$ cat config.mk
export PLATFORM = sky130hd
export DESIGN_NAME = rlc_uplink_receive_window_top
export DESIGN_NICKNAME = d
export VERILOG_FILES = /design/src/rtl/core/rlcrw_pkg.sv /design/src/rtl/core/rlcrw_front.sv /design/src/rtl/core/rlcrw_back.sv /design/src/rtl/core/rlc_uplink_receive_window_top.sv
export SDC_FILE = /design/constraint.sdc
export NUM_CORES = 1
export LEC_CHECK = 0
export BUFFER_PORTS_ARGS = -buffer_cell sky130_fd_sc_hd__buf_2
export CAP_MARGIN = 20
export CORE_MARGIN = 3
export CORE_UTILIZATION = 40
export DETAILED_ROUTE_END_ITERATION = 6
export GPL_ROUTABILITY_DRIVEN = 0
export GPL_TIMING_DRIVEN = 0
export PLACE_DENSITY = 0.67
export SETUP_SLACK_MARGIN = 0.15
export SYNTH_ARGS = -nofsm -noshare
export SYNTH_HDL_FRONTEND = slang
export SYNTH_HIERARCHICAL = 1
export SYNTH_SLANG_ARGS = --single-unit
$ cat constraint.sdc
create_clock -name clk -period 8.3 [get_ports clk]
set_input_delay 1.66 -clock clk [delete_from_list [all_inputs] [get_ports clk]]
set_output_delay 1.66 -clock clk [all_outputs]
set_load 0.05 [all_outputs]
$ cat src/rtl/core/rlcrw_pkg.sv
`timescale 1ns / 1ps
// Package for the receive window block: shared types, field widths and codes.
// It has no dependencies and is used by every module of the block.
package rlcrw_pkg;

  localparam int SEQ_SPACE_DEF  = 128;
  localparam int MAX_WINDOW_DEF = 64;

  localparam int FUNC_W = 2;
  localparam int BN_W   = 7;
  localparam int CNT_W  = 7;
  localparam int CFG_W  = 7;
  localparam int MAP_W  = 64;

  localparam int Q_DEPTH = 2;
  localparam int Q_AW    = $clog2(Q_DEPTH);
  localparam int QC_W    = $clog2(Q_DEPTH + 1);

  localparam logic [CFG_W-1:0] WINDOW_RESET = CFG_W'(64);

  localparam logic [FUNC_W-1:0] FN_RECEIVE    = 2'd0;
  localparam logic [FUNC_W-1:0] FN_INVALIDATE = 2'd1;
  localparam logic [FUNC_W-1:0] FN_BITMAP     = 2'd2;
  localparam logic [FUNC_W-1:0] FN_CLEAR      = 2'd3;

  typedef enum logic [3:0] {
    OP_RECEIVE    = 4'b0001,
    OP_INVALIDATE = 4'b0010,
    OP_BITMAP     = 4'b0100,
    OP_CLEAR      = 4'b1000
  } op_t;

  typedef enum logic [1:0] {
    ST_INVALID  = 2'd0,
    ST_RECEIVED = 2'd1,
    ST_MISSING  = 2'd2
  } blkst_t;

  typedef struct packed {
    logic [FUNC_W-1:0] func;
    logic [BN_W-1:0]   block_number;
  } in_item_t;

  typedef struct packed {
    logic [CNT_W-1:0] delivered_count;
    logic             was_received;
    logic [MAP_W-1:0] receive_bitmap;
    logic [BN_W-1:0]  receive_pointer;
    logic [BN_W-1:0]  window_start;
  } out_item_t;

  typedef struct packed {
    op_t             op;
    logic [BN_W-1:0] block_number;
  } cmd_t;

  typedef struct packed {
    logic valid;
    cmd_t cmd;
  } cmd_req_t;

  typedef struct packed {
    logic take;
    logic init_busy;
  } back_stat_t;

endpackage

$ cat src/rtl/core/rlcrw_front.sv
`timescale 1ns / 1ps
// Front part: accepts requests, decodes the function code and queues commands.
// Depends on rlcrw_pkg.
module rlcrw_front (
  input  logic                  clk,
  input  logic                  rst_n,
  input  logic                  in_valid,
  output logic                  in_stall,
  input  rlcrw_pkg::in_item_t   in_item,
  output rlcrw_pkg::cmd_req_t   q_req,
  input  rlcrw_pkg::back_stat_t back_stat
);
  import rlcrw_pkg::*;

  cmd_t            q_mem [Q_DEPTH];
  logic [Q_AW-1:0] wr_ptr_r;
  logic [Q_AW-1:0] wr_ptr_nxt;
  logic [Q_AW-1:0] rd_ptr_r;
  logic [Q_AW-1:0] rd_ptr_nxt;
  logic [QC_W-1:0] cnt_r;
  logic [QC_W-1:0] cnt_nxt;
  logic            push;
  logic            pop;
  cmd_t            dec_cmd;

  always_comb begin
    dec_cmd.block_number = in_item.block_number;
    unique case (in_item.func)
      FN_RECEIVE:    dec_cmd.op = OP_RECEIVE;
      FN_INVALIDATE: dec_cmd.op = OP_INVALIDATE;
      FN_BITMAP:     dec_cmd.op = OP_BITMAP;
      FN_CLEAR:      dec_cmd.op = OP_CLEAR;
      default:       dec_cmd.op = OP_CLEAR;
    endcase
  end

  assign in_stall = (cnt_r == QC_W'(Q_DEPTH)) || back_stat.init_busy;
  assign push     = in_valid && !in_stall;
  assign pop      = back_stat.take;

  assign q_req.valid = (cnt_r != '0);
  assign q_req.cmd   = q_mem[rd_ptr_r];

  always_comb begin
    wr_ptr_nxt = push ? wr_ptr_r + Q_AW'(1) : wr_ptr_r;
    rd_ptr_nxt = pop ? rd_ptr_r + Q_AW'(1) : rd_ptr_r;
    cnt_nxt    = cnt_r;
    if (push && !pop) begin
      cnt_nxt = cnt_r + QC_W'(1);
    end else if (pop && !push) begin
      cnt_nxt = cnt_r - QC_W'(1);
    end
  end

  always_ff @(posedge clk) begin
    if (push) begin
      q_mem[wr_ptr_r] <= dec_cmd;
    end
  end

  always_ff @(posedge clk) begin
    if (!rst_n) begin
      wr_ptr_r <= '0;
      rd_ptr_r <= '0;
      cnt_r    <= '0;
    end else begin
      wr_ptr_r <= wr_ptr_nxt;
      rd_ptr_r <= rd_ptr_nxt;
      cnt_r    <= cnt_nxt;
    end
  end

`ifndef NO_ASSERTIONS
  a_pop_nonempty: assert property (@(posedge clk) disable iff (!rst_n)
    back_stat.take |-> (cnt_r != '0))
    else $error("command taken from an empty queue");
`endif

endmodule

$ cat src/rtl/core/rlcrw_back.sv
`timescale 1ns / 1ps
// Back part: block state store, pointer sequencer and result register.
// Depends on rlcrw_pkg and takes commands from rlcrw_front.
module rlcrw_back #(
  parameter int SEQ_SPACE  = rlcrw_pkg::SEQ_SPACE_DEF,
  parameter int MAX_WINDOW = rlcrw_pkg::MAX_WINDOW_DEF
) (
  input  logic                            clk,
  input  logic                            rst_n,
  input  logic [rlcrw_pkg::CFG_W-1:0]     window_size,
  input  rlcrw_pkg::cmd_req_t             q_req,
  output rlcrw_pkg::back_stat_t           back_stat,
  output logic                            out_valid,
  input  logic                            out_stall,
  output rlcrw_pkg::out_item_t            out_item
);
  import rlcrw_pkg::*;

  localparam int PTR_W = $clog2(SEQ_SPACE);
  localparam logic [PTR_W-1:0] HALF     = PTR_W'(SEQ_SPACE / 2);
  localparam logic [PTR_W-1:0] LAST     = PTR_W'(SEQ_SPACE - 1);
  localparam logic [CFG_W-1:0] MAX_WS   = CFG_W'(MAX_WINDOW);
  localparam logic [CNT_W-1:0] CNT_SAT  = '1;

  typedef enum logic [8:0] {
    S_IDLE   = 9'b000000001,
    S_CLR    = 9'b000000010,
    S_RX     = 9'b000000100,
    S_MISS   = 9'b000001000,
    S_WALK0  = 9'b000010000,
    S_WALK   = 9'b000100000,
    S_INV_WR = 9'b001000000,
    S_MAP    = 9'b010000000,
    S_DONE   = 9'b100000000
  } state_t;

  blkst_t            mem [SEQ_SPACE];
  blkst_t            mem_q_r;
  logic              mem_we;
  logic [PTR_W-1:0]  mem_waddr;
  blkst_t            mem_wdata;
  logic [PTR_W-1:0]  mem_raddr;

  state_t            state_r;
  state_t            state_nxt;
  logic              init_r;
  logic              init_nxt;
  cmd_t              cmd_r;
  cmd_t              cmd_nxt;
  logic [PTR_W-1:0]  recv_r;
  logic [PTR_W-1:0]  recv_nxt;
  logic [PTR_W-1:0]  start_r;
  logic [PTR_W-1:0]  start_nxt;
  logic [PTR_W-1:0]  miss_r;
  logic [PTR_W-1:0]  miss_nxt;
  logic [PTR_W-1:0]  addr_r;
  logic [PTR_W-1:0]  addr_nxt;
  logic [CNT_W-1:0]  cnt_r;
  logic [CNT_W-1:0]  cnt_nxt;
  logic [CFG_W-1:0]  iss_r;
  logic [CFG_W-1:0]  iss_nxt;
  logic              rdv_r;
  logic              rdv_nxt;
  logic              was_r;
  logic              was_nxt;
  logic [MAP_W-1:0]  map_r;
  logic [MAP_W-1:0]  map_nxt;
  logic              out_valid_r;
  logic              out_valid_nxt;
  out_item_t         out_r;
  out_item_t         out_nxt;

  logic [CFG_W-1:0]  ws;
  logic [PTR_W-1:0]  bn_ext;
  logic [PTR_W-1:0]  fwd_gap;

  assign ws      = (window_size > MAX_WS) ? MAX_WS : window_size;
  assign bn_ext  = PTR_W'(cmd_r.block_number);
  assign fwd_gap = bn_ext + PTR_W'(1) - recv_r;

  assign back_stat.take      = (state_r == S_IDLE) && q_req.valid;
  assign back_stat.init_busy = init_r;

  assign out_valid = out_valid_r;
  assign out_item  = out_r;

  always_comb begin
    state_nxt     = state_r;
    init_nxt      = init_r;
    cmd_nxt       = cmd_r;
    recv_nxt      = recv_r;
    start_nxt     = start_r;
    miss_nxt      = miss_r;
    addr_nxt      = addr_r;
    cnt_nxt       = cnt_r;
    iss_nxt       = iss_r;
    rdv_nxt       = 1'b0;
    was_nxt       = was_r;
    map_nxt       = map_r;
    out_nxt       = out_r;
    out_valid_nxt = out_valid_r && out_stall;
    mem_we        = 1'b0;
    mem_waddr     = addr_r;
    mem_wdata     = ST_INVALID;
    mem_raddr     = start_r;

    unique case (state_r)
      S_IDLE: begin
        if (q_req.valid) begin
          cmd_nxt   = q_req.cmd;
          cnt_nxt   = '0;
          was_nxt   = 1'b0;
          map_nxt   = '0;
          iss_nxt   = '0;
          mem_raddr = PTR_W'(q_req.cmd.block_number);
          unique case (q_req.cmd.op)
            OP_RECEIVE: begin
              state_nxt = S_RX;
            end
            OP_INVALIDATE: begin
              state_nxt = S_INV_WR;
            end
            OP_BITMAP: begin
              addr_nxt  = recv_r - PTR_W'(1);
              state_nxt = S_MAP;
            end
            OP_CLEAR: begin
              addr_nxt  = '0;
              state_nxt = S_CLR;
            end
            default: begin
              state_nxt = S_DONE;
            end
          endcase
        end
      end
      S_CLR: begin
        mem_we    = 1'b1;
        mem_waddr = addr_r;
        mem_wdata = ST_INVALID;
        addr_nxt  = addr_r + PTR_W'(1);
        if (addr_r == LAST) begin
          if (init_r) begin
            init_nxt  = 1'b0;
            state_nxt = S_IDLE;
          end else begin
            state_nxt = S_DONE;
          end
        end
      end
      S_RX: begin
        mem_we    = 1'b1;
        mem_waddr = bn_ext;
        mem_wdata = ST_RECEIVED;
        if ((fwd_gap != '0) && (fwd_gap < HALF)) begin
          miss_nxt  = fwd_gap - PTR_W'(1);
          state_nxt = S_MISS;
        end else begin
          state_nxt = S_WALK0;
        end
      end
      S_MISS: begin
        recv_nxt = recv_r + PTR_W'(1);
        if (miss_r != '0) begin
          mem_we    = 1'b1;
          mem_waddr = recv_r;
          mem_wdata = ST_MISSING;
          miss_nxt  = miss_r - PTR_W'(1);
        end else begin
          mem_raddr = start_r;
          state_nxt = S_WALK;
        end
      end
      S_WALK0: begin
        mem_raddr = start_r;
        state_nxt = S_WALK;
      end
      S_WALK: begin
        if ((start_r != recv_r) && (mem_q_r == ST_RECEIVED)) begin
          start_nxt = start_r + PTR_W'(1);
          mem_raddr = start_r + PTR_W'(1);
          cnt_nxt   = (cnt_r != CNT_SAT) ? cnt_r + CNT_W'(1) : cnt_r;
        end else begin
          state_nxt = S_DONE;
        end
      end
      S_INV_WR: begin
        was_nxt   = (mem_q_r == ST_RECEIVED);
        mem_we    = 1'b1;
        mem_waddr = bn_ext;
        mem_wdata = ST_MISSING;
        state_nxt = S_DONE;
      end
      S_MAP: begin
        mem_raddr = addr_r;
        if (rdv_r) begin
          map_nxt = {map_r[MAP_W-2:0], (mem_q_r == ST_RECEIVED)};
        end
        if (iss_r != ws) begin
          iss_nxt  = iss_r + CFG_W'(1);
          addr_nxt = addr_r - PTR_W'(1);
          rdv_nxt  = 1'b1;
        end else if (!rdv_r) begin
          state_nxt = S_DONE;
        end
      end
      S_DONE: begin
        if (!out_valid_r || !out_stall) begin
          out_nxt.delivered_count = cnt_r;
          out_nxt.was_received    = was_r;
          out_nxt.receive_bitmap  = map_r;
          out_nxt.receive_pointer = recv_r[BN_W-1:0];
          out_nxt.window_start    = start_r[BN_W-1:0];
          out_valid_nxt           = 1'b1;
          state_nxt               = S_IDLE;
        end
      end
      default: begin
        state_nxt = S_IDLE;
      end
    endcase
  end

  always_ff @(posedge clk) begin
    if (mem_we) begin
      mem[mem_waddr] <= mem_wdata;
    end
    mem_q_r <= mem[mem_raddr];
  end

  always_ff @(posedge clk) begin
    cmd_r  <= cmd_nxt;
    miss_r <= miss_nxt;
    cnt_r  <= cnt_nxt;
    was_r  <= was_nxt;
    map_r  <= map_nxt;
    out_r  <= out_nxt;
  end

  always_ff @(posedge clk) begin
    if (!rst_n) begin
      state_r     <= S_CLR;
      init_r      <= 1'b1;
      addr_r      <= '0;
      recv_r      <= '0;
      start_r     <= '0;
      iss_r       <= '0;
      rdv_r       <= 1'b0;
      out_valid_r <= 1'b0;
    end else begin
      state_r     <= state_nxt;
      init_r      <= init_nxt;
      addr_r      <= addr_nxt;
      recv_r      <= recv_nxt;
      start_r     <= start_nxt;
      iss_r       <= iss_nxt;
      rdv_r       <= rdv_nxt;
      out_valid_r <= out_valid_nxt;
    end
  end

`ifndef NO_ASSERTIONS
  a_recv_moves_in_miss: assert property (@(posedge clk) disable iff (!rst_n)
    !$stable(recv_r) |-> $past(state_r == S_MISS))
    else $error("receive pointer moved outside the skip sequence");
  a_walk_stops_at_recv: assert property (@(posedge clk) disable iff (!rst_n)
    (state_r == S_WALK) && (start_r == recv_r) |=> $stable(start_r))
    else $error("window start walked past the receive pointer");
  a_no_result_in_init: assert property (@(posedge clk) disable iff (!rst_n)
    init_r |-> !out_valid_r)
    else $error("result presented during the initial clearing pass");
  a_map_issue_bound: assert property (@(posedge clk) disable iff (!rst_n)
    (state_r == S_MAP) |-> (iss_r <= ws))
    else $error("bitmap read count exceeds the window size");
`endif

endmodule

$ cat src/rtl/core/rlc_uplink_receive_window_top.sv
`timescale 1ns / 1ps
// Throughput: one request at a time in the back part, up to two queued in front.
// Each command runs as a state sequence: receive marks the block and any skipped blocks, then
// walks the window start over received blocks; invalidate rewrites one entry; bitmap reads the
// window below the receive pointer; clear writes every entry. The state memory has one write and
// one read port; the walks touch one entry per cycle. Synchronous active-low reset; afterwards a
// pass clears the state memory, with in_stall high, while configuration writes are taken.
module rlc_uplink_receive_window_top #(
  parameter int SEQ_SPACE  = rlcrw_pkg::SEQ_SPACE_DEF,
  parameter int MAX_WINDOW = rlcrw_pkg::MAX_WINDOW_DEF
) (
  input  logic                        clk,
  input  logic                        rst_n,
  input  logic                        in_valid,
  output logic                        in_stall,
  input  rlcrw_pkg::in_item_t         in_item,
  output logic                        out_valid,
  input  logic                        out_stall,
  output rlcrw_pkg::out_item_t        out_item,
  input  logic                        cfg_valid,
  output logic                        cfg_ready,
  input  logic [rlcrw_pkg::CFG_W-1:0] cfg_data
);
  import rlcrw_pkg::*;

  logic [CFG_W-1:0] win_r;
  logic [CFG_W-1:0] win_nxt;
  cmd_req_t         q_req;
  back_stat_t       back_stat;

  assign cfg_ready = 1'b1;
  assign win_nxt   = (cfg_valid && cfg_ready) ? cfg_data : win_r;

  always_ff @(posedge clk) begin
    if (!rst_n) begin
      win_r <= WINDOW_RESET;
    end else begin
      win_r <= win_nxt;
    end
  end

  rlcrw_front u_front (
    .clk       (clk),
    .rst_n     (rst_n),
    .in_valid  (in_valid),
    .in_stall  (in_stall),
    .in_item   (in_item),
    .q_req     (q_req),
    .back_stat (back_stat)
  );

  rlcrw_back #(
    .SEQ_SPACE  (SEQ_SPACE),
    .MAX_WINDOW (MAX_WINDOW)
  ) u_back (
    .clk         (clk),
    .rst_n       (rst_n),
    .window_size (win_r),
    .q_req       (q_req),
    .back_stat   (back_stat),
    .out_valid   (out_valid),
    .out_stall   (out_stall),
    .out_item    (out_item)
  );

endmodule

# [After elaboration in Yosys (flattened, before gate mapping)]
# Memories as Yosys holds them, arrays and structs flattened. A register that Yosys moved wholly into a read port is not among the register bits.
# Cells that the tools add are included.
[totals] elab_cells=165 input_bits=21 output_inout_bits=89 mem_count=2 register_bits=223 mem_bits_rw=278
[classes] magnitude_cmp=2 muxes=51 n_reduce_logical=37 n_eq_ne=36 addsub=15
[memory_table] name="u_back.mem" depth=128 width=2 read_ports=1 rd_ports_with_merged_regs=1 wr=1 line_no="rlcrw_back.sv:37" text="blkst_t mem [SEQ_SPACE];"
[memory_table] name="u_front.q_mem" depth=2 width=11 read_ports=1 rd_ports_with_merged_regs=1 wr=1 line_no="rlcrw_front.sv:15" text="cmd_t q_mem [Q_DEPTH];"
[op_table] op="$mux 64" n=2
[op_table] op="$pmux 64 s2" n=1
[op_table] op="$mux 7" n=12
[op_table] op="$pmux 9 s9" n=1
[op_table] op="$mux 9" n=8
[op_table] op="$pmux 7 s2" n=5
[op_table] op="$add 7x1->7 const B" n=6
[op_table] op="$pmux 7 s3" n=2
[op_table] op="$pmux 9 s4" n=1
[op_table] op="$sub 7x1->7 const B" n=4
[op_table] op="$ne 2x1->1 const B" n=9
[op_table] op="$pmux 4 s4" n=1
[op_table] op="$ne 7x7->1" n=2
[op_table] op="$reduce_bool 7->1" n=2
[op_table] op="$reduce_bool 2->1" n=6
[op_table] op="$mux 1" n=11
[op_table] op="$reduce_and 2->1" n=5
[op_table] op="$eq 9x1->1 const B" n=1
[op_table] op="$eq 9x2->1 const B" n=1
[op_table] op="$eq 9x3->1 const B" n=1
[op_table] op="$eq 9x4->1 const B" n=1
[op_table] op="$eq 9x5->1 const B" n=1
[op_table] op="$eq 9x6->1 const B" n=1
[op_table] op="$eq 9x7->1 const B" n=1
[op_table] op="32 further kinds" n=56

# [Logic depth before layout (Yosys ltp)]
# Gate-level depths: netlist of the first run.
[depth] word_depth=8 ltp_mapped=20 depth_no_buf=15

# [Cells and area by module]
# Netlist of the first run, hierarchy kept.
[modules_own_cells] module="rlcrw_back" cells_per_inst=1616 n_inst=1 area_per_inst_um2=20556.0 seq_area_each_um2=13693.1
[modules_own_cells] module="rlcrw_front" cells_per_inst=65 n_inst=1 area_per_inst_um2=1049.8 seq_area_each_um2=760.7
[modules_own_cells] module="rlc_uplink_receive_window_top" cells_per_inst=24 n_inst=1 area_per_inst_um2=274.0 seq_area_each_um2=140.1

# [Worst setup path after synthesis of the first run]
# No wires, ideal clock.
[synth_path] path_type="in2reg" from="input port out_stall" to="register u_back.out_r, in the netlist u_back/out_item[0] (enable)" arrival_time_ps=5731 stages=1 path_slack_ps=2011 n_path_buf=0 setup_ps=558 required_time_ps=7742 path_cell_list="a21oi_1"
[synth_between] elab_chain_len=3
[synth_lines] element="from (decl)" line_no="rlc_uplink_receive_window_top.sv:18" text="input logic out_stall,"
[synth_lines] element="$logic_not 1->1" line_no="rlcrw_back.sv:208" text="if (!out_valid_r || !out_stall) begin"
[synth_lines] element="$logic_or 1x1->1" line_no="rlcrw_back.sv:208"
[synth_lines] element="$reduce_and 2->1 (no source line)"
[synth_lines] element="to (signal assigned)" line_no="rlcrw_back.sv:237" text="out_r <= out_nxt;"
[synth_lines] element="to (decl)" line_no="rlcrw_back.sv:70" text="out_item_t out_r;"
# Every way passes these cells.
# A chain may end at the register's enable or synchronous reset.

# [Worst setup path after layout of the first run]
[layout_path] from="register u_back.state_r[4]" to="register u_back.mem_q_r[1] (read register of u_back.mem)"
[layout_between] elab_chain_len=2 word_cells_on_any_way=4 classes_between="3 x eq/ne; 1 x mux"
[layout_lines] element="from (decl)" line_no="rlcrw_back.sv:44" text="state_t state_r;"
[layout_lines] element="from (signal assigned)" line_no="rlcrw_back.sv:251" text="state_r <= state_nxt;"
[layout_lines] element="$eq 9x8->1, or another cell as far along" line_no="rlcrw_back.sv:107" text="unique case (state_r)"
[layout_lines] element="$pmux 7 s3 *" line_no="rlcrw_back.sv:107"
[layout_lines] element="to (decl)" line_no="rlcrw_back.sv:38" text="blkst_t mem_q_r;"
# Mark *: on every way between the ends. The rest lies on a longest branch, timed or not.

==> impl_metrics.csv, run 1 <==
group,metric,value,unit
worst_setup_path,rrSetupSlack,2070,ps
timing,hold_violations,0,
synthesis,synth_area,0.0219,mm2
synthesis,yosysSeqAreaShare,66.7,%
power_and_ir_drop,power,5.02,mW
route,first_pass_iters,6,
worst_setup_path,crit_required,8770,ps
worst_setup_path,cp-end-kind,"register",
global_routing,grt_usage,19.0,%
synthesis,synth_edf_count,450,
route,via_per_inst,5.63,
worst_setup_path,startpoint_type,"register",
worst_setup_path,cp_max_fo,16,
timing,slew_viol_final,0,
global_routing,grt_pass1_vias,14300,
route,route.detailed.drc,0,
cts,post_cts_resized,0,
timing,setup_viol,0,
synthesis,dominantRegCellSynth,"edfxtp_1",
layout,num-nets-final,1918,
global_routing,grt_pass1_wl,83.8,mm
worst_setup_path,path_common_cell,"buf_2",
worst_hold_path,hold_path.class,"register to register",
synthesis,yosysTopAreaCellShare,61.8,%
floorplan,io_pins,110,
global_routing,grt_max_degree,93,
layout,area.growth.synth_to_final,14.6,%
route,num_vias,14700,
synthesis,avgSynthCellArea,12.8,um2
power_and_ir_drop,powerDensity,200,mW/mm2
route,postRouteAntennaNets,0,
cts,cts.hold.buffers_added,0,
worst_setup_path,path_cells,"buf_2 > or4_1 > buf_2 > or4_4 > inv_2 > clkbuf_1 > ha_1 > or2_2 > a41oi_1 > o21ai_0 > nand2_1 > nand2_1 > buf_2 > clkbuf_1 > a21oi_1 > o21ai_0 > a21oi_1 > o31ai_1 > nand3_1 > a31oi_1",
power_and_ir_drop,peakVddDrop,0.143,mV
synthesis,synthTopCellsByArea,"edfxtp_1 (62%), dfxtp_1 (4.9%), nand2_1 (3.6%)",
worst_setup_path,path_class,"register to register",
synthesis,yosysTopAreaCell,"edfxtp_1",
run_status,status,"completed",
cts,ctsHtreeMaxLevel,2,
timing,worstMarginPinSlew,1130,ps
synthesis,synth.distinct_cells,88,
floorplan,initial_utilization,40.6,%
floorplan,coreArea,0.0539,mm2
synthesis,ys_ff_latch,504,
floorplan,fp.dieH,240,um
timing,fin_tns_setup,0,ps
cts,root_buffer,"clkbuf_16",
place,portBuffers,107,
synthesis,yosys_warnings,6,
synthesis,netlist_instances,1705,
floorplan,die_x,240,um
route,drt_iter0_drc,1550,
synthesis,yosysMostFrequentCell,"edfxtp_1",
timing,clock_skew,18.9,ps
synthesis,syn-num-nets,1752,
power_and_ir_drop,leakage,8.05,nW
cts,cts_buffers,50,
global_routing,overflow,0,
floorplan,rows,85,
worst_setup_path,critPathTopFamily,"buffers and inverters",
timing,max_freq,161,MHz
place,dp_hpwl,38.0,mm
synthesis,synth_common_cells,"edfxtp_1 (450), nand2_1 (208), nor2_1 (193)",
worst_setup_path,cp_num_buf_inv,6,
timing,rsz0062_at_grt,"no",
synthesis,synthArstFlopShare,0,%
route,post_drt_wl_per_cell,21.2,um
run,maxCapViolations,0,
floorplan,dieArea,0.0575,mm2
cts,clk_pin_slew_worst_paths,60,ps
timing,fin_crit,6230,ps
cts,post_cts_buffers,0,
global_routing,antenna_found_initial,5,
cts,cts_tree,"built",
worst_setup_path,slowest_stage,"clkbuf_1",
route,wirelength,55.2,mm
worst_setup_path,slowest_delay,590,ps
layout,drive_gt1_share,14.2,%
timing,slew_headroom,24.2,%
cts,clk_path_buf_depth,3,
cts,cts_sinks,504,
timing,period_share,75.0,%
cts,insertion_delay,590,ps
worst_setup_path,arrival,6700,ps
## path summary, 6_finish.rpt
kind                             startpoint                             to  cells past startpoint
max          u_back/state_r[4]$_SDFFE_PN0P_      u_back/mem_q_r[1]$_DFF_P_                     20
min              u_back/was_r$_SDFFCE_PN0P_  u_back/out_item[78]$_DFFE_PP_                      0
max reg2reg  u_back/state_r[4]$_SDFFE_PN0P_      u_back/mem_q_r[1]$_DFF_P_                     20
min reg2reg      u_back/was_r$_SDFFCE_PN0P_  u_back/out_item[78]$_DFFE_PP_                      0
## registers in the layout (all words and copies together), names as in the netlist, named ones only
name and count:
u_front/cnt_r 2, u_back/recv_r 7, u_front/q_mem 22, u_back/cnt_r 7, u_front/rd_ptr_r 1, win_r 7, u_back/was_r 1, u_back/start_r 7
u_back/rdv_r 1, u_back/init_r 1, u_back/miss_r 7, u_back/out_valid 1, u_front/wr_ptr_r 1, u_back/iss_r 7, u_back/mem 256, u_back/addr_r 7
u_back/map_r 64, u_back/mem_q_r 2, u_back/bn_ext 7, u_back/state_r 9, u_back/out_item 86
## per-layer routing
metal  track usage [%]  vias up  share of wire, %
met3              4.62      162                10
li1                  -     6628                 -
met5                 0        -             0.069
met2              30.1      748                45
met4              6.92       10               3.8
met1              25.4     7118                41
## stage by stage
step                      setup WS (ps)  utilization, %  std cells  instance area [um2]  hold slack (ps)
after floorplan                    2010               -       1705                21900              400
after global placement              132            43.2       2508                23300              407
after detailed placement           2290            43.5       2515                23500              408
after CTS                          2270            46.5       2606                25100              422
after global routing               1900            46.5       2606                25100              438
final                              2070            46.5       2607                25100              420
## layout make-up
type / count / area, um2
Fill cell: 4771 / 28800
Sequential cell: 504 / 14600
Multi-Input combinational cell: 1094 / 6780
Clock buffer: 60 / 1320
Tap cell: 696 / 871
Timing Repair Buffer: 114 / 686
Buffer: 78 / 420
Clock inverter: 31 / 285
Inverter: 29 / 111
Antenna cell: 1 / 2.50
## kinds of logic after synthesis
group / Yosys count / synth area share [%]
compound gates: 233 / 7.41
xor+xnor: 59 / 2.36
fa+ha+maj: 26 / 1.56
buf+inv: 107 / 2.42
flops: 504 / 66.7
mux: 90 / 4.22
other cells: 1 / 0.0171
simple gates: 685 / 15.3
## worst reg2reg max path: stages (launching register included)
cell      delay [ps]
dfxtp_1          290
buf_2            160
or4_1            460
buf_2            190
or4_4            570
inv_2            170
clkbuf_1         560
ha_1             380
or2_2            160
a41oi_1          140
o21ai_0          260
nand2_1          250
nand2_1          430
buf_2            380
clkbuf_1         600
a21oi_1          140
o21ai_0          120
a21oi_1          100
o31ai_1          310
nand3_1          120
a31oi_1          320
## layout by cell type (no fill, tap or decap), types with 9 or more instances in the layout
cell	Yosys	routed
edfxtp_1	450	450
nand2_1	208	206
nor2_1	193	193
buf_2	21	128
and2_1	86	86
mux2i_1	72	72
a21oi_1	67	66
nand3_1	59	59
dfxtp_1	54	54
clkbuf_16	0	51
clkbuf_1	36	44
xnor2_1	38	38
inv_1	27	26
nand4_1	24	24
ha_1	24	24
nor3_1	23	23
o21ai_0	22	22
xor2_1	21	21
nor2b_1	17	17
a221oi_1	15	15
clkinv_2	0	13
o22ai_1	13	13
a22oi_1	13	13
buf_4	11	12
o211ai_1	10	10
mux2_1	10	10
and3_1	9	9
a21boi_0	9	9
## power breakdown
group,switching [mW],leakage (nW),internal [mW]
sequential,0.00503,3.80,2.73
combinational,0.0531,3.46,0.0257
clock,0.946,0.791,1.26
total,1.00,8.05,4.02
No activity file was read; power rests on OpenSTA's default activity.
==> run 2, diff against run 1 <==
Settings changed: ABC_AREA from default to 1, PLACE_DENSITY 0.67 to 0.69.
Clock period 8.3 ns to 5.52 ns, I/O delays scaled along.
==> run 2 against run 1 <==
Compared with the run above:
- critical path depth is 7 lower
- die area up 4.1%
- flip-flop and latch count is the same
- sequential power up 65%
- global-route usage decreased by 0.094 points
- synthesized area is 4.2% higher
- worst setup slack lost 330 ps
- via count increased by 11%
- register-to-register slack got worse by 330 ps
- synthesized cell count is 28% higher
- cell count up 21%
- critical path type unchanged
- largest power group unchanged
- highest routed layer is now met4
==> impl_metrics.csv, run 2 <==
group,metric,value,unit
route,post_drt_wl_per_cell,18.1,um
synthesis,synth-compound-area-share,3.66,%
synthesis,yosys.area_share.simple,21.2,%
worst_setup_path,arrival,4050,ps
place,preCtsSetupSlack,1730,ps
timing,worstMarginPinSlew,1120,ps
worst_hold_path,worstHoldStart,"u_back/recv_r[3]$_SDFFE_PN0P_",
layout,antenna_cells,0,
floorplan,dieArea,0.0599,mm2
global_routing,grt_pass1_vias,16000,
layout,largest_register_ffs,256,
global_routing,grt_max_degree,83,
route,wirelength,56.8,mm
synthesis,yosys_warnings,6,
power_and_ir_drop,powerDensity,362,mW/mm2
synthesis,yosysMostFrequentCell,"edfxtp_1",
timing,fin_ws,1740,ps
floorplan,io_pins,110,
floorplan,initial_utilization,40.9,%
synthesis,synth_area,0.0228,mm2
floorplan,fp.dieH,245,um
route,num_vias,16400,
floorplan,rows,86,
route,drt_iter0_drc,1868,
timing,hold_violations,0,
timing,slew_viol_final,0,
power_and_ir_drop,power,9.51,mW
global_routing,overflow,0,
synthesis,dominantRegCellSynth,"edfxtp_1",
place,placed_area,0.0245,mm2
synthesis,synthAdderAreaFrac,1.49,%
route,via_per_inst,5.20,
timing,setup_viol,0,
worst_hold_path,hold_path.class,"register to register",
timing,fin_crit,3780,ps
cts,cts_buffers,52,
cts,clk_pin_slew_worst_paths,60,ps
run,maxCapViolations,0,
cts,cts_tree,"built",
floorplan,coreArea,0.0557,mm2
place,portBuffers,108,
layout,fin_util,47.1,%
synthesis,yosysTopAreaCell,"edfxtp_1",
worst_setup_path,cp_max_fo,74,
worst_setup_path,path_class,"register to register",
timing,slew_headroom,24.8,%
cts,cts_sinks,504,
synthesis,ys_ff_latch,504,
synthesis,synth.distinct_cells,57,
layout,area.growth.synth_to_final,15.1,%
power_and_ir_drop,leakage,10.4,nW
power_and_ir_drop,peakVddDrop,0.254,mV
layout,final_common_cell,"edfxtp_1",
synthesis,yosysSeqAreaShare,64.0,%
cts,clk_path_buf_depth,3,
place,dp_hpwl,39.9,mm
worst_setup_path,cp-end-kind,"register",
cts,root_buffer,"clkbuf_16",
layout,drive_gt1_share,14.0,%
timing,clock_skew,38.0,ps
synthesis,syn-num-nets,2231,
layout,num-nets-final,2400,
synthesis,synthArstFlopShare,0,%
global_routing,grt_pass1_wl,88.4,mm
route,route.detailed.drc,0,
worst_setup_path,crit_start,"u_back/state_r[0]$_SDFFE_PN0P_",
synthesis,avgSynthCellArea,10.4,um2
cts,post_cts_resized,0,
worst_setup_path,crit_required,5790,ps
place,dp.cells,3047,
synthesis,synth_mux_area_share,0.587,%
synthesis,synth_common_cells,"edfxtp_1 (450), nand2_1 (385), inv_1 (315)",
floorplan,die_x,245,um
cts,cts.hold.buffers_added,0,
run_status,status,"completed",
route,first_pass_iters,6,
global_routing,antenna_found_initial,0,
cts,post_cts_buffers,0,
synthesis,yosysTopAreaCellShare,59.2,%
worst_setup_path,startpoint_type,"register",
synthesis,synthTopCellsByArea,"edfxtp_1 (59%), nand2_1 (6.3%), nand3_1 (5.8%)",
global_routing,grt_usage,18.9,%
synthesis,synth_edf_count,450,
synthesis,netlist_instances,2184,
timing,max_freq,265,MHz
cts,insertion_delay,620,ps
route,postRouteAntennaNets,0,
timing,period_share,68.4,%
worst_setup_path,timing.rr.start,"u_back/state_r[0]$_SDFFE_PN0P_",
cts,ctsHtreeMaxLevel,2,
synthesis,synthXorXnorAreaFrac,1.19,%
timing,rsz0062_at_grt,"no",
layout,regMostFlops,"u_back/mem",
synthesis,synth_top_family_by_area,"simple AND/OR/NAND/NOR gates",
layout,final_area,0.0263,mm2
layout,final_cells,3143,
layout,most-common-layout-cells,"edfxtp_1 (450), nand2_1 (384), inv_1 (314)",
run 2: changes by cell type in the layout (fill, tap and decap cells not counted), moves of 71 or more:
| cell | change |
|---|---|
| nor2_1 | +78 |
| and2_1 | -85 |
| inv_1 | +288 |
| mux2i_1 | -71 |
| nand3_1 | +205 |
| nand2_1 | +178 |
run 2: final timing paths:
kind	to	slack [ps]	cells past startpoint
worst max-delay path	u_back/mem[105][0]$_DFFE_PP_	1740	13
worst min-delay path	u_back/out_item[10]$_DFFE_PP_	410	0
worst max register to register	u_back/mem[105][0]$_DFFE_PP_	1740	13
worst min register to register	u_back/out_item[10]$_DFFE_PP_	410	0
run 2: where the power goes:
part           total, mW  internal (mW)  switching [mW]
logic               1.37          0.329            1.04
registers           4.53           4.41           0.115
clock network       3.62           2.15            1.46
run 2: layer usage:
layer	routed length [um]	up-vias	global-route usage, %
met1	23100	7860	24.6
li1	-	7635	-
met3	4710	159	3.43
met4	2200	0	7.71
met2	26800	698	31.2
met5	0	-	0
run 2: kinds of logic after synthesis:
group                      Yosys count
xor gates and xnor gates            31
AOI/OAI and AO/OA                  127
adders and majority gates           26
DFF                                504
muxes                               12
other                                1
buffers and inverters              419
and+or+nand+nor                   1064
run 2: through the flow:
stage,hold slack (ps),TNS (ps)
4_1_cts,397,0
6_report,407,0
5_1_grt,429,0
3_5_place_dp,411,0
3_3_place_gp,411,-251050
2_1_floorplan,400,0
run 2: cell type report:
cell class / instances / area, um2
buffer: 83 / 526
clock buffer: 67 / 1380
clock inverter: 29 / 409
fill: 5081 / 29500
inverter: 336 / 1270
multi-input combinational: 1261 / 6450
sequential: 504 / 14600
tap: 748 / 936
timing repair buffer: 115 / 688
run 2: worst max-delay path, cell delays in order (launching register included):
cell and delay [ps]:
dfxtp_1 330, nor2_1 180, inv_2 70, nor3_1 190
inv_1 140, nor2_8 180, nand2_1 130, buf_2 240
nand2_4 600, nor2_1 170, clkinv_1 190, nand3_1 330
buf_2 410, nor2_1 250
==> run 3, diff against run 2 <==
Clock period 5.52 ns to 3 ns, I/O delays scaled along.
==> run 3 against run 2 <==
Compared with the run above:
- the flow now finishes with violations (setup timing)
- critical path depth grew 6
- cell count grew 3.5%
- first-iteration DRC count grew 6.9%
- non-clock buffer count grew 109
- sequential power grew 84%
- clock skew shrank 21 ps
- clock power grew 80%
- maximum frequency grew 22%
- critical path type unchanged
==> impl_metrics.csv, run 3 (same netlist as run 2, synthesis figures left out) <==
group,metric,value,unit
timing,clock_skew,17.3,ps
route,wirelength,64.0,mm
power_and_ir_drop,p_seq_share,44.3,%
route,num_vias,17400,
timing,rsz0062_at_grt,"yes",
worst_setup_path,slowest_delay,360,ps
timing,setup_viol,2,
worst_setup_path,path_cells,"nor2_4 > nand3_1 > nor2_4 > nand4_1 > nand2_1 > inv_2 > nand2_8 > clkbuf_16 > clkbuf_16 > nand2_1 > o21ai_1 > nand2_1 > nand3_1 > nand3_1 > nand3_1 > nand3_1 > nand2_1 > nand2_1 > nand2_2",
global_routing,overflow,0,
layout,final_common_cell,"edfxtp_1",
worst_setup_path,crit_required,3550,ps
worst_setup_path,startpoint_type,"register",
global_routing,antenna_found_initial,1,
run_status,violations,"setup timing",
run_status,status,"complete, but fails checks",
layout,final_area,0.0294,mm2
layout,regMostFlops,"u_back/mem",
floorplan,initial_utilization,40.9,%
power_and_ir_drop,comb_power_share,21.1,%
floorplan,dieArea,0.0599,mm2
global_routing,grt_max_degree,83,
layout,fillers,4597,
worst_setup_path,slowest_stage,"dfxtp_4",
worst_setup_path,arrival,3630,ps
timing,slew_headroom,38.1,%
cts,ctsHtreeMaxLevel,2,
route,via_per_inst,5.35,
layout,most-common-layout-cells,"edfxtp_1 (450), nand2_1 (354), inv_1 (303)",
cts,cts_sinks,504,
layout,drive_gt1_share,27.5,%
floorplan,coreArea,0.0557,mm2
power_and_ir_drop,powerDensity,642,mW/mm2
route,post_drt_wl_per_cell,19.7,um
cts,clk_path_buf_depth,3,
worst_setup_path,cp_max_fo,9,
route,postRouteAntennaNets,0,
layout,area.growth.synth_to_final,28.9,%
cts,clk_pin_slew_worst_paths,60,ps
floorplan,io_pins,110,
place,dp.cells,3050,
place,placed_area,0.0246,mm2
timing,fin_crit,3090,ps
place,portBuffers,108,
power_and_ir_drop,p_switching,5.64,mW
route,first_pass_iters,6,
worst_setup_path,path_class,"register to register",
power_and_ir_drop,peakVddDrop,0.500,mV
cts,cts_tree,"built",
worst_hold_path,hold_path.class,"input port to register",
timing,hold_violations,0,
place,dp_hpwl,40.0,mm
layout,num-nets-final,2512,
global_routing,grt_pass1_vias,16200,
global_routing,grt_pass1_wl,89.9,mm
power_and_ir_drop,leakage,11.5,nW
timing,max_freq,324,MHz
timing,slew_viol_final,0,
layout,antenna_cells,0,
timing,period_share,103,%
power_and_ir_drop,power_switching_share,29.9,%
cts,root_buffer,"clkbuf_16",
power_and_ir_drop,power,18.9,mW
floorplan,fp.dieH,245,um
cts,cts_buffers,52,
cts,insertion_delay,620,ps
run,maxCapViolations,0,
route,route.detailed.drc,0,
timing,fin_ws,-86.4,ps
power_and_ir_drop,internal_power,13.2,mW
layout,largest_register_ffs,256,
global_routing,grt_usage,19.3,%
floorplan,die_x,245,um
timing,worstMarginPinSlew,925,ps
power_and_ir_drop,pwr-share-clk,34.6,%
route,drt_iter0_drc,1996,
worst_setup_path,cp-end-kind,"register",
floorplan,rows,86,
layout,final_cells,3253,
-- run 3: critical path, delay by kind of cell, from the launching register on --
family	cells	cell delay, ps
DFF	1	360
buffers and inverters	3	440
AOI/OAI and AO/OA	1	80
and+or+nand+nor	15	2120
-- run 3: through the flow --
step	util [%]	setup WS, ps	hold slack, ps	setup TNS (ps)
final	52.7	-86.4	171	-162
after global routing	52.7	-177	153	-442
after CTS	48.6	129	140	0
after detailed placement	44.2	-684	408	-113160
after global placement	43.8	-1990	409	-564820
after floorplan	-	-250	400	-53980
-- run 3: timing repair --
item | CTS | global route
setup buffers | 24 | 69
gates cloned | 3 | 13
hold buffers | 0 | 0
resized for setup | 138 | 362
setup endpoints to repair | 293 | 267
pin swaps | 12 | 63
-- run 3: power groups by stage --
stage               Combinational [mW]  Sequential, mW  Clock [mW]
finish                            3.98            8.35        6.53
global route                      4.17            8.39        6.93
CTS                               2.88            8.34        6.63
detailed placement                2.52            8.48           0
global placement                  2.42            8.48           0
floorplan                         1.38            8.81           0
-- run 3: worst paths after layout --
kind,from,endpoint,slack (ps),cells after the start
setup reg to reg,u_back/state_r[7]$_SDFFE_PN0P_,u_back/mem_q_r[0]$_DFF_P_,-90,19
hold reg to reg,u_back/was_r$_SDFFCE_PN0P_,u_back/out_item[78]$_DFFE_PP_,420,0
hold / removal,in_item[2],u_front/q_mem[0][2]$_DFFE_PP_,170,1
setup / recovery,u_back/state_r[7]$_SDFFE_PN0P_,u_back/mem_q_r[0]$_DFF_P_,-90,19
-- run 3: area by class of cell --
type	instances	area, um2	share of cell area (%)
Buffer	83	957	3.26
Clock buffer	62	1370	4.66
Clock inverter	32	360	1.23
Inverter	336	1320	4.48
Multi-Input combinational cell	1263	7870	26.8
Sequential cell	504	14600	49.8
Tap cell	748	936	3.18
Timing Repair Buffer	224	1960	6.66
Timing Repair inverter	1	5.00	0.0170
-- run 3: routing by layer --
metal  vias up  GRT usage, %  routed length (um)
met5         -             0                   0
met4         0          8.11                3370
met3       218          3.50                5740
met2       953          32.3               30700
met1      8349          24.7               24200
li1       7894             -                   -
